`config.mk`:
```
export PLATFORM = sky130hd
export DESIGN_NAME = phelix_word_stream_cipher_mac_unit_flat
export DESIGN_NICKNAME = d
export VERILOG_FILES = /design/src/sv/phx_pkg.sv /design/src/sv/phx_req_if.sv /design/src/sv/phx_rsp_if.sv /design/src/sv/phelix_word_stream_cipher_mac_unit.sv /design/src/flat_wrapper.sv
export SDC_FILE = /design/constraint.sdc
export NUM_CORES = 2
export LEC_CHECK = 0
export BUFFER_PORTS_ARGS = -buffer_cell sky130_fd_sc_hd__clkbuf_2
export CORE_MARGIN = 5
export CORE_UTILIZATION = 35
export DETAILED_ROUTE_END_ITERATION = 10
export PLACE_DENSITY = 0.56
export SLEW_MARGIN = 10
export SYNTH_ARGS = -nofsm -noshare
export SYNTH_HDL_FRONTEND = slang
export SYNTH_SLANG_ARGS = --single-unit
```
`constraint.sdc`:
```
create_clock -name clock -period 53.2 [get_ports clock]
set_input_delay 10.64 -clock clock [delete_from_list [all_inputs] [get_ports clock]]
set_output_delay 10.64 -clock clock [all_outputs]
set_load 0.01 [all_outputs]
```
`src/sv/phx_pkg.sv`:
```
package phx_pkg;

   localparam int WORD_W     = 32;
   localparam int DWORD_W    = 64;
   localparam int ACTION_W   = 2;
   localparam int CSR_AW     = 6;
   localparam int CSR_DW     = 64;
   localparam int MAC_WORDS  = 4;
   localparam int MAC_PREMIX = 8;
   localparam int CNT_W      = 4;
   localparam int UPC_W      = 5;

   localparam logic [WORD_W-1:0] MAC_MAGIC = 32'h912D94F1;

   typedef logic [WORD_W-1:0]     word_type;
   typedef logic [4:0][WORD_W-1:0] mix_type;
   typedef logic [UPC_W-1:0]      upc_type;

   typedef enum logic [ACTION_W-1:0] {
      ACT_NONCE   = 2'd0,
      ACT_ENCRYPT = 2'd1,
      ACT_FINAL   = 2'd2,
      ACT_UNUSED  = 2'd3
   } action_type;

   typedef enum logic [2:0] {
      CSR_KEY01 = 3'd0,
      CSR_KEY23 = 3'd1,
      CSR_KEY45 = 3'd2,
      CSR_KEY67 = 3'd3,
      CSR_BUMP  = 3'd4
   } csr_idx_type;

   typedef enum logic [2:0] {
      OP_NOP,
      OP_INIT,
      OP_HALF_A,
      OP_HALF_B,
      OP_SAVE,
      OP_RESTORE
   } op_type;

   typedef enum logic [1:0] {
      X_ZERO,
      X_KEY,
      X_PLAIN,
      X_SCHED
   } x_sel_type;

   typedef enum logic [1:0] {
      EMIT_NONE,
      EMIT_CIPHER,
      EMIT_MAC
   } emit_type;

   typedef enum logic {
      CNT_PREMIX,
      CNT_MAC
   } cnt_sel_type;

   typedef struct packed {
      op_type      op;
      x_sel_type   x_sel;
      logic        ks_cap;
      logic        old_wr;
      emit_type    emit;
      logic        cnt_load;
      cnt_sel_type cnt_sel;
      logic        loop;
      upc_type     target;
      logic        done;
   } uop_type;

   // Program entry points.
   localparam upc_type ENTRY_NONCE   = 5'd0;
   localparam upc_type ENTRY_ENCRYPT = 5'd5;
   localparam upc_type ENTRY_FINAL   = 5'd9;
   localparam upc_type ENTRY_IGNORE  = 5'd19;
   // Loop heads.
   localparam upc_type LOOP_NONCE    = 5'd1;
   localparam upc_type LOOP_PREMIX   = 5'd10;
   localparam upc_type LOOP_MAC      = 5'd14;

   function automatic word_type rotl(input word_type v, input int unsigned n);
      return (v << n) | (v >> (WORD_W - n));
   endfunction

   function automatic mix_type half_a(input mix_type z, input word_type x);
      word_type a0, a1, a2, a3, a4;
      mix_type  r;
      a0 = z[0] + (z[3] ^ x);
      a1 = z[1] + z[4];
      a2 = z[2] ^ a0;
      a3 = rotl(z[3], 15) ^ a1;
      a4 = rotl(z[4], 25) + a2;
      r[0] = rotl(a0, 9);
      r[1] = rotl(a1, 10);
      r[2] = rotl(a2, 17);
      r[3] = a3;
      r[4] = a4;
      return r;
   endfunction

   function automatic mix_type half_b(input mix_type z, input word_type x);
      word_type b0, b1, b2, b3, b4;
      mix_type  r;
      b0 = z[0] ^ (z[3] + x);
      b1 = z[1] ^ z[4];
      b2 = z[2] + b0;
      b3 = rotl(z[3], 30) + b1;
      b4 = rotl(z[4], 13) ^ b2;
      r[0] = rotl(b0, 20);
      r[1] = rotl(b1, 11);
      r[2] = rotl(b2, 5);
      r[3] = b3;
      r[4] = b4;
      return r;
   endfunction

   // Microprogram. One mixing word is four steps: two halves ending with the key
   // schedule, then two halves ending with the second schedule; encrypt feeds the plaintext into the third.
   function automatic uop_type ucode(input upc_type pc);
      uop_type u;
      u.op       = OP_NOP;
      u.x_sel    = X_ZERO;
      u.ks_cap   = 1'b0;
      u.old_wr   = 1'b0;
      u.emit     = EMIT_NONE;
      u.cnt_load = 1'b0;
      u.cnt_sel  = CNT_PREMIX;
      u.loop     = 1'b0;
      u.target   = ENTRY_NONCE;
      u.done     = 1'b0;
      case (pc)
         // Nonce setup: build schedules and state, then eight mixing words.
         5'd0: begin
            u.op = OP_INIT;
            u.cnt_load = 1'b1;
            u.cnt_sel = CNT_PREMIX;
         end
         5'd1: begin
            u.op = OP_HALF_A;
         end
         5'd2: begin
            u.op = OP_HALF_B;
            u.x_sel = X_KEY;
         end
         5'd3: begin
            u.op = OP_HALF_A;
         end
         5'd4: begin
            u.op = OP_HALF_B;
            u.x_sel = X_SCHED;
            u.old_wr = 1'b1;
            u.loop = 1'b1;
            u.target = LOOP_NONCE;
            u.done = 1'b1;
         end
         // Encrypt one word.
         5'd5: begin
            u.op = OP_HALF_A;
         end
         5'd6: begin
            u.op = OP_HALF_B;
            u.x_sel = X_KEY;
         end
         5'd7: begin
            u.op = OP_HALF_A;
            u.x_sel = X_PLAIN;
            u.ks_cap = 1'b1;
         end
         5'd8: begin
            u.op = OP_HALF_B;
            u.x_sel = X_SCHED;
            u.old_wr = 1'b1;
            u.emit = EMIT_CIPHER;
            u.done = 1'b1;
         end
         // Finalize: save state, premix, emit the MAC words, then restore the state.
         5'd9: begin
            u.op = OP_SAVE;
            u.cnt_load = 1'b1;
            u.cnt_sel = CNT_PREMIX;
         end
         5'd10: begin
            u.op = OP_HALF_A;
         end
         5'd11: begin
            u.op = OP_HALF_B;
            u.x_sel = X_KEY;
         end
         5'd12: begin
            u.op = OP_HALF_A;
         end
         5'd13: begin
            u.op = OP_HALF_B;
            u.x_sel = X_SCHED;
            u.old_wr = 1'b1;
            u.loop = 1'b1;
            u.target = LOOP_PREMIX;
            u.cnt_load = 1'b1;
            u.cnt_sel = CNT_MAC;
         end
         5'd14: begin
            u.op = OP_HALF_A;
         end
         5'd15: begin
            u.op = OP_HALF_B;
            u.x_sel = X_KEY;
         end
         5'd16: begin
            u.op = OP_HALF_A;
            u.ks_cap = 1'b1;
         end
         5'd17: begin
            u.op = OP_HALF_B;
            u.x_sel = X_SCHED;
            u.old_wr = 1'b1;
            u.emit = EMIT_MAC;
            u.loop = 1'b1;
            u.target = LOOP_MAC;
         end
         5'd18: begin
            u.op = OP_RESTORE;
            u.done = 1'b1;
         end
         // Unused action code, and any address outside the program.
         default: begin
            u.done = 1'b1;
         end
      endcase
      return u;
   endfunction

endpackage

```
`src/sv/phx_req_if.sv`:
```
interface phx_req_if;
   logic                            valid;
   logic                            ready;
   logic [phx_pkg::ACTION_W-1:0]    action;
   logic [phx_pkg::DWORD_W-1:0]     nonce_low;
   logic [phx_pkg::DWORD_W-1:0]     nonce_high;
   logic [phx_pkg::WORD_W-1:0]      plain_word;

   modport source (output valid, action, nonce_low, nonce_high, plain_word, input ready);
   modport sink (input valid, action, nonce_low, nonce_high, plain_word, output ready);
endinterface

```
`src/sv/phx_rsp_if.sv`:
```
interface phx_rsp_if;
   logic                            valid;
   logic                            ready;
   logic [phx_pkg::WORD_W-1:0]      data_word;
   logic                            is_mac;
   logic                            last;

   modport source (output valid, data_word, is_mac, last, input ready);
   modport sink (input valid, data_word, is_mac, last, output ready);
endinterface

```
`src/sv/phelix_word_stream_cipher_mac_unit.sv`:
```
// Phelix-style word cipher with MAC. The key schedule (four 64-bit registers
// at byte addresses 0, 8, 16 and 24) and the second-schedule bump (address 32)
// are to be written over the APB port only while the block is idle; the block
// itself does not enforce this. Each request beat carries an action. A nonce
// setup beat builds the schedules and the mixing state and gives no response.
// An encrypt beat gives one ciphertext beat with last set; it takes one step
// per half round, and the next request is taken in the same cycle as its
// fourth step. A finalize beat gives the MAC words as response beats with
// is_mac set and last on the final one, leaving the stored state unchanged.
// The unused action code gives nothing. A response waiting in the output
// register stalls the sequencer only at a step that emits, and only while
// the response side holds ready low.
module phelix_word_stream_cipher_mac_unit (
   input  logic                          clock,
   input  logic                          reset,
   phx_req_if.sink                       req_ch,
   phx_rsp_if.source                     rsp_ch,
   input  logic                          psel,
   input  logic                          penable,
   input  logic                          pwrite,
   input  logic [phx_pkg::CSR_AW-1:0]    paddr,
   input  logic [phx_pkg::CSR_DW-1:0]    pwdata,
   output logic [phx_pkg::CSR_DW-1:0]    prdata,
   output logic                          pready
);

   // Configuration registers.
   logic [3:0][phx_pkg::DWORD_W-1:0]  key_ff;
   phx_pkg::word_type                 bump_ff;

   // Cipher state, updated in place by nonce setup and encrypt; finalize restores it at its end.
   phx_pkg::mix_type                  z_ff, z_in;
   logic [3:0][phx_pkg::WORD_W-1:0]   old_ff, old_in;
   logic [7:0][phx_pkg::WORD_W-1:0]   ss_ff, ss_in;
   phx_pkg::word_type                 idx_ff, idx_in;

   // Copy of the state taken at the start of finalize and put back at its end.
   phx_pkg::mix_type                  zsave_ff;
   logic [3:0][phx_pkg::WORD_W-1:0]   oldsave_ff;
   phx_pkg::word_type                 idxsave_ff;

   // Latched request payload.
   logic [3:0][phx_pkg::WORD_W-1:0]   nonce_ff;
   phx_pkg::word_type                 plain_ff;
   phx_pkg::word_type                 ks_ff;

   // Sequencer.
   logic                              busy_ff, busy_in;
   phx_pkg::upc_type                  upc_ff, upc_in;
   logic [phx_pkg::CNT_W-1:0]         cnt_ff, cnt_in;
   phx_pkg::uop_type                  uop;

   // Response register.
   logic                              rsp_valid_ff;
   phx_pkg::word_type                 rsp_data_ff;
   logic                              rsp_mac_ff;
   logic                              rsp_last_ff;

   logic                              out_free;
   logic                              step_go;
   logic                              loop_back;
   logic                              prog_end;
   logic                              req_accept;
   logic                              csr_write;
   phx_pkg::word_type                 x_word;
   phx_pkg::upc_type                  entry;
   logic [phx_pkg::CNT_W-1:0]         cnt_value;

   function automatic phx_pkg::word_type key_word(
      input logic [3:0][phx_pkg::DWORD_W-1:0] keys,
      input logic [2:0] j
   );
      phx_pkg::word_type w;
      if (j[0]) begin
         w = keys[j[2:1]][phx_pkg::DWORD_W-1:phx_pkg::WORD_W];
      end else begin
         w = keys[j[2:1]][phx_pkg::WORD_W-1:0];
      end
      return w;
   endfunction

   // ---------------------------------------------------------------------
   // Configuration port. Writes complete in the access phase; reads return
   // the register selected by the address, zero-extended.
   // ---------------------------------------------------------------------
   assign pready    = 1'b1;
   assign csr_write = psel && penable && pwrite && pready;

   always_ff @(posedge clock) begin
      if (reset) begin
         key_ff  <= '0;
         bump_ff <= '0;
      end else if (csr_write) begin
         unique case (paddr[5:3])
            phx_pkg::CSR_KEY01: key_ff[0] <= pwdata;
            phx_pkg::CSR_KEY23: key_ff[1] <= pwdata;
            phx_pkg::CSR_KEY45: key_ff[2] <= pwdata;
            phx_pkg::CSR_KEY67: key_ff[3] <= pwdata;
            phx_pkg::CSR_BUMP:  bump_ff   <= pwdata[phx_pkg::WORD_W-1:0];
            default: ;
         endcase
      end
   end

   always_comb begin
      unique case (paddr[5:3])
         phx_pkg::CSR_KEY01: prdata = key_ff[0];
         phx_pkg::CSR_KEY23: prdata = key_ff[1];
         phx_pkg::CSR_KEY45: prdata = key_ff[2];
         phx_pkg::CSR_KEY67: prdata = key_ff[3];
         phx_pkg::CSR_BUMP:  prdata = {{(phx_pkg::CSR_DW-phx_pkg::WORD_W){1'b0}}, bump_ff};
         default:            prdata = '0;
      endcase
   end

   // ---------------------------------------------------------------------
   // Sequencer control. A step that emits waits until the response register
   // is free; every other step runs at once. The last step of a program
   // lets the next request in during the same cycle.
   // ---------------------------------------------------------------------
   assign uop        = phx_pkg::ucode(upc_ff);
   assign out_free   = !rsp_valid_ff || rsp_ch.ready;
   assign step_go    = busy_ff && ((uop.emit == phx_pkg::EMIT_NONE) || out_free);
   assign loop_back  = uop.loop && (cnt_ff != phx_pkg::CNT_W'(1));
   assign prog_end   = step_go && uop.done && !loop_back;
   assign req_ch.ready = !busy_ff || prog_end;
   assign req_accept = req_ch.valid && req_ch.ready;

   assign cnt_value = (uop.cnt_sel == phx_pkg::CNT_MAC) ?
                      phx_pkg::CNT_W'(phx_pkg::MAC_WORDS) :
                      phx_pkg::CNT_W'(phx_pkg::MAC_PREMIX);

   always_comb begin
      unique case (phx_pkg::action_type'(req_ch.action))
         phx_pkg::ACT_NONCE:   entry = phx_pkg::ENTRY_NONCE;
         phx_pkg::ACT_ENCRYPT: entry = phx_pkg::ENTRY_ENCRYPT;
         phx_pkg::ACT_FINAL:   entry = phx_pkg::ENTRY_FINAL;
         default:              entry = phx_pkg::ENTRY_IGNORE;
      endcase
   end

   always_comb begin
      busy_in = busy_ff;
      upc_in  = upc_ff;
      cnt_in  = cnt_ff;
      if (step_go) begin
         if (loop_back) begin
            upc_in = uop.target;
            cnt_in = cnt_ff - phx_pkg::CNT_W'(1);
         end else begin
            upc_in = upc_ff + phx_pkg::UPC_W'(1);
            if (uop.cnt_load) begin
               cnt_in = cnt_value;
            end
         end
         if (prog_end) begin
            busy_in = 1'b0;
         end
      end
      if (req_accept) begin
         busy_in = 1'b1;
         upc_in  = entry;
      end
   end

   always_ff @(posedge clock) begin
      if (reset) begin
         busy_ff <= 1'b0;
         upc_ff  <= phx_pkg::ENTRY_IGNORE;
         cnt_ff  <= '0;
      end else begin
         busy_ff <= busy_in;
         upc_ff  <= upc_in;
         cnt_ff  <= cnt_in;
      end
   end

   always_ff @(posedge clock) begin
      if (req_accept) begin
         nonce_ff <= {req_ch.nonce_high, req_ch.nonce_low};
         plain_ff <= req_ch.plain_word;
      end
   end

   // ---------------------------------------------------------------------
   // Datapath: at most one half round per step. The operand comes from the key
   // schedule, the plaintext, or the second schedule plus the word index, or is zero.
   // ---------------------------------------------------------------------
   always_comb begin
      case (uop.x_sel)
         phx_pkg::X_KEY:   x_word = key_word(key_ff, idx_ff[2:0]);
         phx_pkg::X_PLAIN: x_word = plain_ff;
         phx_pkg::X_SCHED: x_word = ss_ff[idx_ff[2:0]] + idx_ff;
         default:          x_word = '0;
      endcase
   end

   always_comb begin
      z_in   = z_ff;
      old_in = old_ff;
      ss_in  = ss_ff;
      idx_in = idx_ff;
      if (step_go) begin
         case (uop.op)
            phx_pkg::OP_INIT: begin
               for (int k = 0; k < 4; k++) begin
                  ss_in[k]   = key_word(key_ff, 3'(k + 4)) + nonce_ff[k];
                  ss_in[k+4] = key_word(key_ff, 3'(k)) + (32'(k) - nonce_ff[k]);
                  z_in[k]    = key_word(key_ff, 3'(k + 3)) ^ nonce_ff[k];
               end
               ss_in[1] = key_word(key_ff, 3'd5) + nonce_ff[1] + bump_ff;
               ss_in[5] = key_word(key_ff, 3'd1) + (32'd1 - nonce_ff[1]) + bump_ff;
               z_in[4]  = key_word(key_ff, 3'd7);
               idx_in   = '0;
            end
            phx_pkg::OP_HALF_A: z_in = phx_pkg::half_a(z_ff, x_word);
            phx_pkg::OP_HALF_B: z_in = phx_pkg::half_b(z_ff, x_word);
            phx_pkg::OP_SAVE:   z_in[0] = z_ff[0] ^ phx_pkg::MAC_MAGIC;
            phx_pkg::OP_RESTORE: begin
               z_in   = zsave_ff;
               old_in = oldsave_ff;
               idx_in = idxsave_ff;
            end
            default: ;
         endcase
         // End of a mixing word: remember the last z4 and advance the index.
         if (uop.old_wr) begin
            old_in[idx_ff[1:0]] = z_in[4];
            idx_in = idx_ff + 32'd1;
         end
      end
   end

   always_ff @(posedge clock) begin
      if (reset) begin
         z_ff   <= '0;
         old_ff <= '0;
         ss_ff  <= '0;
         idx_ff <= '0;
      end else begin
         z_ff   <= z_in;
         old_ff <= old_in;
         ss_ff  <= ss_in;
         idx_ff <= idx_in;
      end
   end

   always_ff @(posedge clock) begin
      if (step_go && (uop.op == phx_pkg::OP_SAVE)) begin
         zsave_ff   <= z_ff;
         oldsave_ff <= old_ff;
         idxsave_ff <= idx_ff;
      end
   end

   // The keystream word is z4 after the key halves plus the old word; it is
   // taken from the registered state so that it does not lengthen the half-round path.
   always_ff @(posedge clock) begin
      if (step_go && uop.ks_cap) begin
         ks_ff <= z_ff[4] + old_ff[idx_ff[1:0]];
      end
   end

   // ---------------------------------------------------------------------
   // Response register.
   // ---------------------------------------------------------------------
   always_ff @(posedge clock) begin
      if (reset) begin
         rsp_valid_ff <= 1'b0;
      end else if (step_go && (uop.emit != phx_pkg::EMIT_NONE)) begin
         rsp_valid_ff <= 1'b1;
      end else if (rsp_ch.ready) begin
         rsp_valid_ff <= 1'b0;
      end
   end

   always_ff @(posedge clock) begin
      if (step_go && (uop.emit == phx_pkg::EMIT_CIPHER)) begin
         rsp_data_ff <= ks_ff ^ plain_ff;
         rsp_mac_ff  <= 1'b0;
         rsp_last_ff <= 1'b1;
      end else if (step_go && (uop.emit == phx_pkg::EMIT_MAC)) begin
         rsp_data_ff <= ks_ff;
         rsp_mac_ff  <= 1'b1;
         rsp_last_ff <= (cnt_ff == phx_pkg::CNT_W'(1));
      end
   end

   assign rsp_ch.valid     = rsp_valid_ff;
   assign rsp_ch.data_word = rsp_data_ff;
   assign rsp_ch.is_mac    = rsp_mac_ff;
   assign rsp_ch.last      = rsp_last_ff;

endmodule
```
`src/flat_wrapper.sv`:
```
// flat-port wrapper written by rule: the top's interface ports become plain ports
module phelix_word_stream_cipher_mac_unit_flat 
  (clock, reset, psel, penable, pwrite, paddr, pwdata, prdata, pready, req_ch_valid, req_ch_action, req_ch_nonce_low, req_ch_nonce_high, req_ch_plain_word, req_ch_ready, rsp_ch_valid, rsp_ch_data_word, rsp_ch_is_mac, rsp_ch_last, rsp_ch_ready);
  phx_req_if req_ch_i ();
  phx_rsp_if rsp_ch_i ();
  input  logic clock;
  input  logic reset;
  input  logic psel;
  input  logic penable;
  input  logic pwrite;
  input  logic [phx_pkg::CSR_AW-1:0] paddr;
  input  logic [phx_pkg::CSR_DW-1:0] pwdata;
  output logic [phx_pkg::CSR_DW-1:0] prdata;
  output logic pready;
  input wire logic [$bits(req_ch_i.valid)-1:0] req_ch_valid;
  input wire logic [$bits(req_ch_i.action)-1:0] req_ch_action;
  input wire logic [$bits(req_ch_i.nonce_low)-1:0] req_ch_nonce_low;
  input wire logic [$bits(req_ch_i.nonce_high)-1:0] req_ch_nonce_high;
  input wire logic [$bits(req_ch_i.plain_word)-1:0] req_ch_plain_word;
  output wire logic [$bits(req_ch_i.ready)-1:0] req_ch_ready;
  output wire logic [$bits(rsp_ch_i.valid)-1:0] rsp_ch_valid;
  output wire logic [$bits(rsp_ch_i.data_word)-1:0] rsp_ch_data_word;
  output wire logic [$bits(rsp_ch_i.is_mac)-1:0] rsp_ch_is_mac;
  output wire logic [$bits(rsp_ch_i.last)-1:0] rsp_ch_last;
  input wire logic [$bits(rsp_ch_i.ready)-1:0] rsp_ch_ready;
  assign req_ch_i.valid = req_ch_valid;
  assign req_ch_i.action = req_ch_action;
  assign req_ch_i.nonce_low = req_ch_nonce_low;
  assign req_ch_i.nonce_high = req_ch_nonce_high;
  assign req_ch_i.plain_word = req_ch_plain_word;
  assign req_ch_ready = req_ch_i.ready;
  assign rsp_ch_valid = rsp_ch_i.valid;
  assign rsp_ch_data_word = rsp_ch_i.data_word;
  assign rsp_ch_is_mac = rsp_ch_i.is_mac;
  assign rsp_ch_last = rsp_ch_i.last;
  assign rsp_ch_i.ready = rsp_ch_ready;
  phelix_word_stream_cipher_mac_unit u_core (.clock(clock), .reset(reset), .req_ch(req_ch_i), .rsp_ch(rsp_ch_i), .psel(psel), .penable(penable), .pwrite(pwrite), .paddr(paddr), .pwdata(pwdata), .prdata(prdata), .pready(pready));
endmodule
```
## Word-level counts from Yosys, hierarchy flattened

Index checks and enable logic that the tools add are counted.

- Add/subtract/negate cells: 25
- Magnitude comparators: 4
- Eq/ne operators: 37
- Mux-type cells: 58
- Bitwise operators: 23
- Reduce and logical (&&, ||, !) cells: 51

Operators with widths:

| kind | number |
|---|---|
| $mux 32 | 23 |
| $add 32x32->32 | 18 |
| $mux 128 | 4 |
| $pmux 128 s4 | 1 |
| $xor 32x32->32 | 11 |
| $pmux 64 s5 | 1 |
| $pmux 32 s5 | 1 |
| $bmux 64 s2 | 1 |
| $bwmux 128 | 1 |
| $bmux 32 s3 | 1 |
| $pmux 32 s3 | 1 |
| $bmux 32 s2 | 1 |
| $demux 32 s2 | 1 |
| $mux 64 | 1 |
| $pmux 32 s2 | 1 |
| $sub 1x32->32 const A | 2 |
| $sub 2x32->32 const A | 2 |
| $eq 5x4->1 const B | 8 |
| $add 32x1->32 const B | 1 |
| $or 32x10->32 | 1 |
| $or 32x11->32 | 1 |
| $or 32x13->32 | 1 |
| $or 32x15->32 | 1 |
| $or 32x17->32 | 1 |
| other kinds (48) | 113 |

- Register bits: 1421
- Output and inout bits: 101
- Logic and storage cells: 245

## Depth between registers and ports, before layout

- Depth in word-level cells: 13
- Depth in mapped cells: 45
- Mapped depth without buffers: 41

## Worst setup path before layout

Ideal clock, no wire load.

- Path type: input-to-reg
- From: input port rsp_ch_ready
- To: register u_core.z_ff[16] in the netlist's numbering
- Arrival time: 26256 ps
- Data required time: 53072 ps
- Setup slack: 26817 ps
- Stages on the path: 7
- Buffers on the path: 1
- Cell sequence: nand2b_1 > o31ai_1 > nor2_1 > nor2_1 > clkbuf_1 > a221oi_1 > nor2_1

- Cells in the longest elaborated chain, start to end: 4

RTL lines:

| item | RTL line | RTL |
|---|---|---|
| start, declared | flat_wrapper.sv:25 | `input wire logic [$bits(rsp_ch_i.ready)-1:0] rsp_ch_ready;` |
| $logic_or 1x1->1 | phelix_word_stream_cipher_mac_unit.sv:122 | `assign out_free = !rsp_valid_ff \|\| rsp_ch.ready;` |
| $logic_or 1x1->1 | phelix_word_stream_cipher_mac_unit.sv:123 | `assign step_go = busy_ff && ((uop.emit == phx_pkg::EMIT_NONE) \|\| out_free);` |
| $logic_and 1x1->1 | phelix_word_stream_cipher_mac_unit.sv:123 |  |
| $reduce_and 2->1 (no source line) | - |  |
| end signal, assigned | phelix_word_stream_cipher_mac_unit.sv:241 | `z_ff <= z_in;` |
| end, declared | phelix_word_stream_cipher_mac_unit.sv:32 | `phx_pkg::mix_type z_ff, z_in;` |

No other way between the ends.
A chain may end at the register's enable or synchronous reset.

## Final worst setup path

- From: input port paddr[3] in the netlist's numbering
- To: output port prdata[0] in the netlist's numbering

- Cells in the longest elaborated chain, start to end: 2
- Elaborated cells on any way between the ends: 6

RTL lines:

| item | RTL line | RTL |
|---|---|---|
| start, declared | flat_wrapper.sv:11 | `input logic [phx_pkg::CSR_AW-1:0] paddr;` |
| $eq 3x3->1 (tied with other cells) | phelix_word_stream_cipher_mac_unit.sv:106 | `unique case (paddr[5:3])` |
| $pmux 64 s5 * | phelix_word_stream_cipher_mac_unit.sv:106 |  |
| end, declared | flat_wrapper.sv:13 | `output logic [phx_pkg::CSR_DW-1:0] prdata;` |

Every way passes the cells marked *; elsewhere a longest branch is shown, timed or not.

==> results.md <==
- Pre-CTS WS: 29.27 ns
- Non-Filler Instances: approximately 13000
- Avg WL per Cell: between 20 and 30 um
- Hold_buf cts: 0
- Cts repair resizes: 0
- Top FF cell, synth: dfxtp_1
- Ranking of synthesized cells by area: dfxtp_1, edfxtp_1, ha_1
- Pwr/cell area: 32.4 nW/um^2
- Final layout net count: 10621
- Clock Tree Buf Depth: 3
- Final HPWL DP: around 300000 um
- Initial Util: 0.352
- Critical Path RT: around 43 ns
- Unrepaired setup endpoints after global routing: false
- Hold crit path type: reg2reg
- Worst path max stage delay: roughly 0.75 ns
- Grt met1 use: 0.401
- Global-route wire length before repair: between 500000 and 600000 um
- Die Height: about 500 um
- Cts bufs inserted: about 170
- Final worst path period need: 24.02 ns
- Vias: between 70000 and 80000
- Mapped Nets: 10511
- Max H-tree Level: 4
- Synth Area in Compound Gates: 0.201
- Port Buf Inserts: ~340
- Initial antenna violation count: 50
- Final Total Pwr: 3.20 mW
- Critical path's top delay family: buffers and inverters
- DRT Pass-1 Iters: 8
- Fmax: 0.0416 GHz
- Failing checks: max-capacitance violations
- Slew Viols, Final: 0
- Synth Area in Adders: 0.0989
- P_leak: 38.2 nW
- Vias per inst: ~6
- Type of destination of the critical path: output pin
- Synth top area share: 0.200
- Layer with the highest usage: met2
- GR met2 Demand/Resource: 0.421
- Cell variety after synth: ~100
- Asr flop ratio synth: 0
- Post-synthesis sequential area ratio: 0.386
- Post-Synthesis Cell Area: just under 90000 um^2
- CTS root buf: clkbuf_16
- Fraction of the cycle the final worst path needs: 0.451
- GRT overflow: 0
- Post-Synth XOR/XNOR Area: 0.0732
- PnR worst setup slack: 29.18 ns
- Die extent in x: ~510 um
- Final setup vio count: 0
- Post-synth top area cell: dfxtp_1
- Final Hold Fails: 0
- Slew HR: 0.0107
- Worst Skew: 0.0621 ns
- Clock Sinks: 1421
- Syn avg cell area: ~9.1 um^2
- Status: complete, but fails checks
- I/O pin count: between 300 and 400
- CP Buf/Inv Count: 3
- Critical Path Source Type: input port
- Area grow syn2layout: 12.4%
- Core ar.: 249000 um^2
- Total GRT Usage: 0.291
- CP max-delay cell: nor2b_4
- Routed WL: 396000 um
- Die footprint: ~260000 um^2
- Maxcap violations: 1
- Synthesized flop and latch total: roughly 1400
- Cell mode on critical path: buf_4
- Vias in the first global route: ~73000
- Post-synthesis mux area share: 0.0667
- Final TNS setup: 0 ns
- Gpl congestion: 1.03
- Crit Path Category: in2out
- Peak supply drop: between 0.03 and 0.04 mV
- R2R Setup Slk: between 40 and 50 ns
- Worst-Skew Late Latency: ~0.87 ns
- Dpl cells: approximately 13000
- Post-Synth Simple-Gate Area: 0.136
- Final ANT Viol Nets: 0
- DR iter-0 viols: between 10000 and 15000
- Rows: roughly 180
- Syn Inst Count: 9625
- Worst slew pin tran: 1.46 ns
- Largest net degree at the start of global routing: 180
- Post-synth EDFFs: between 500 and 600
- Clk slew on worst S/H paths: approximately 0.060 ns
- Post-CTS Setup Repair Bufs: 0
- GRT met3 Usage: 0.0741
- Crit path cell chain: buf_4 -> nor2b_4 -> buf_4 -> a22oi_1 -> o22ai_1 -> clkbuf_2
- Layout cell share with drive strength beyond 1: 0.111
- Drc violations: 0
- Yosys warns: 0
- Critical path arrival: 13.38 ns
- TritonCTS clock tree: built
- Max FO, Critical Path: 35
- Largest family of logic cells by synthesized area: compound AO/OA/AOI/OAI gates
## power breakdown
group          switching, mW  total, mW  internal (mW)
Sequential            0.0704       1.24           1.17
Clock                  0.520       1.19          0.670
Combinational          0.527      0.767          0.240
## per-layer routing
layer / vias to the layer above / share of wire
met3: 805 / 0.11
met1: 39383 / 0.41
li1: 35064 / -
met5: - / 0.00034
met4: 20 / 0.060
met2: 4552 / 0.41
## metrics by stage
step	util	instance area, um^2	hold slack [ns]
finish	0.396	98600	0.451
global route	0.396	98500	0.464
CTS	0.395	98500	0.447
detailed placement	0.373	92900	0.435
global placement	0.373	92900	0.429
floorplan	-	87700	0.420
## worst paths after layout
kind,start,to,depth (start not counted)
hold reg to reg,u_core.ss_ff[206],u_core.ss_ff[206],2
hold / removal,u_core.ss_ff[206],u_core.ss_ff[206],2
setup reg to reg,u_core.idx_ff[1],u_core.old_ff[63],34
setup / recovery,paddr[3],prdata[0],6
## flip-flops by register name, indices dropped and copies added (netlist names), 128 cells and up
name,flops
u_core.z_ff,160
u_core.old_ff,128
u_core.zsave_ff,160
u_core.key_ff,256
u_core.nonce_ff,128
u_core.ss_ff,256
u_core.oldsave_ff,128
## cell usage in the layout (no fill, tap or decap), types with 101 or more instances in the layout
master / count
nand2_1: 1433
a21oi_1: 1094
dfxtp_1: 874
nor2_1: 679
ha_1: 570
edfxtp_1: 544
xnor2_1: 490
o21ai_0: 404
inv_1: 368
clkbuf_2: 331
xor2_1: 222
a21o_1: 200
mux4_2: 192
clkbuf_16: 167
nor3_1: 138
o21ai_1: 128
buf_4: 122
nand3_1: 119
o22ai_1: 101
## cells by family (layout without fill, tap and decap cells)
group | Yosys count | in the layout
buffers and inverters | 892 | 1146
AND/OR/NAND/NOR | 2784 | 2784
multiplexers | 336 | 336
flip-flops | 1421 | 1421
adder cells (fa/ha/maj) | 647 | 647
other | 1 | 34
AO/OA/AOI/OAI | 2824 | 2824
XOR/XNOR | 720 | 720
## final cells by class
cell class | instances | area [um^2]
flip-flops and latches | 1421 | 33900
inverters | 373 | 1400
repair buffers | 461 | 2730
clock buffers | 214 | 4520
fillers | 24922 | 151000
diodes | 33 | 82.6
multi-input cells | 7312 | 50700
clock inverters | 98 | 1070
well taps | 3330 | 4170
## worst register-to-register path: cells and delay by family, from the launching register on
kind / cells / cell delay, ns
muxes: 2 / 0.96
AOI/OAI and AO/OA: 15 / 4.38
adders and majority gates: 4 / 1.70
and+or+nand+nor: 8 / 2.44
buffers and inverters: 1 / 0.47
DFF: 1 / 0.67
xor gates and xnor gates: 4 / 1.68
## cells in the mapped netlist (17+ instances only)
library cell	n
fa_1	77
dfxtp_1	877
o21ai_1	129
o22ai_1	101
nand4_1	21
o211ai_1	44
o31ai_1	26
o221a_2	18
xor2_1	222
mux2i_1	80
clkbuf_1	459
o21ai_0	404
a31oi_1	91
buf_1	52
nand3_1	122
a221oi_1	73
a22oi_1	92
nor3_1	141
xnor2_1	490
nand2b_1	56
mux2_2	64
o221ai_1	89
and3_1	51
o21bai_1	57
nor2_1	689
inv_1	369
a211oi_1	96
or3_1	34
a21o_1	201
and2_1	37
edfxtp_1	544
a21oi_1	1102
o21a_1	68
mux4_2	192
nand2_1	1438
nor4_1	17
ha_1	570
nor2b_1	93
No activity file was read; power rests on OpenSTA's default activity.
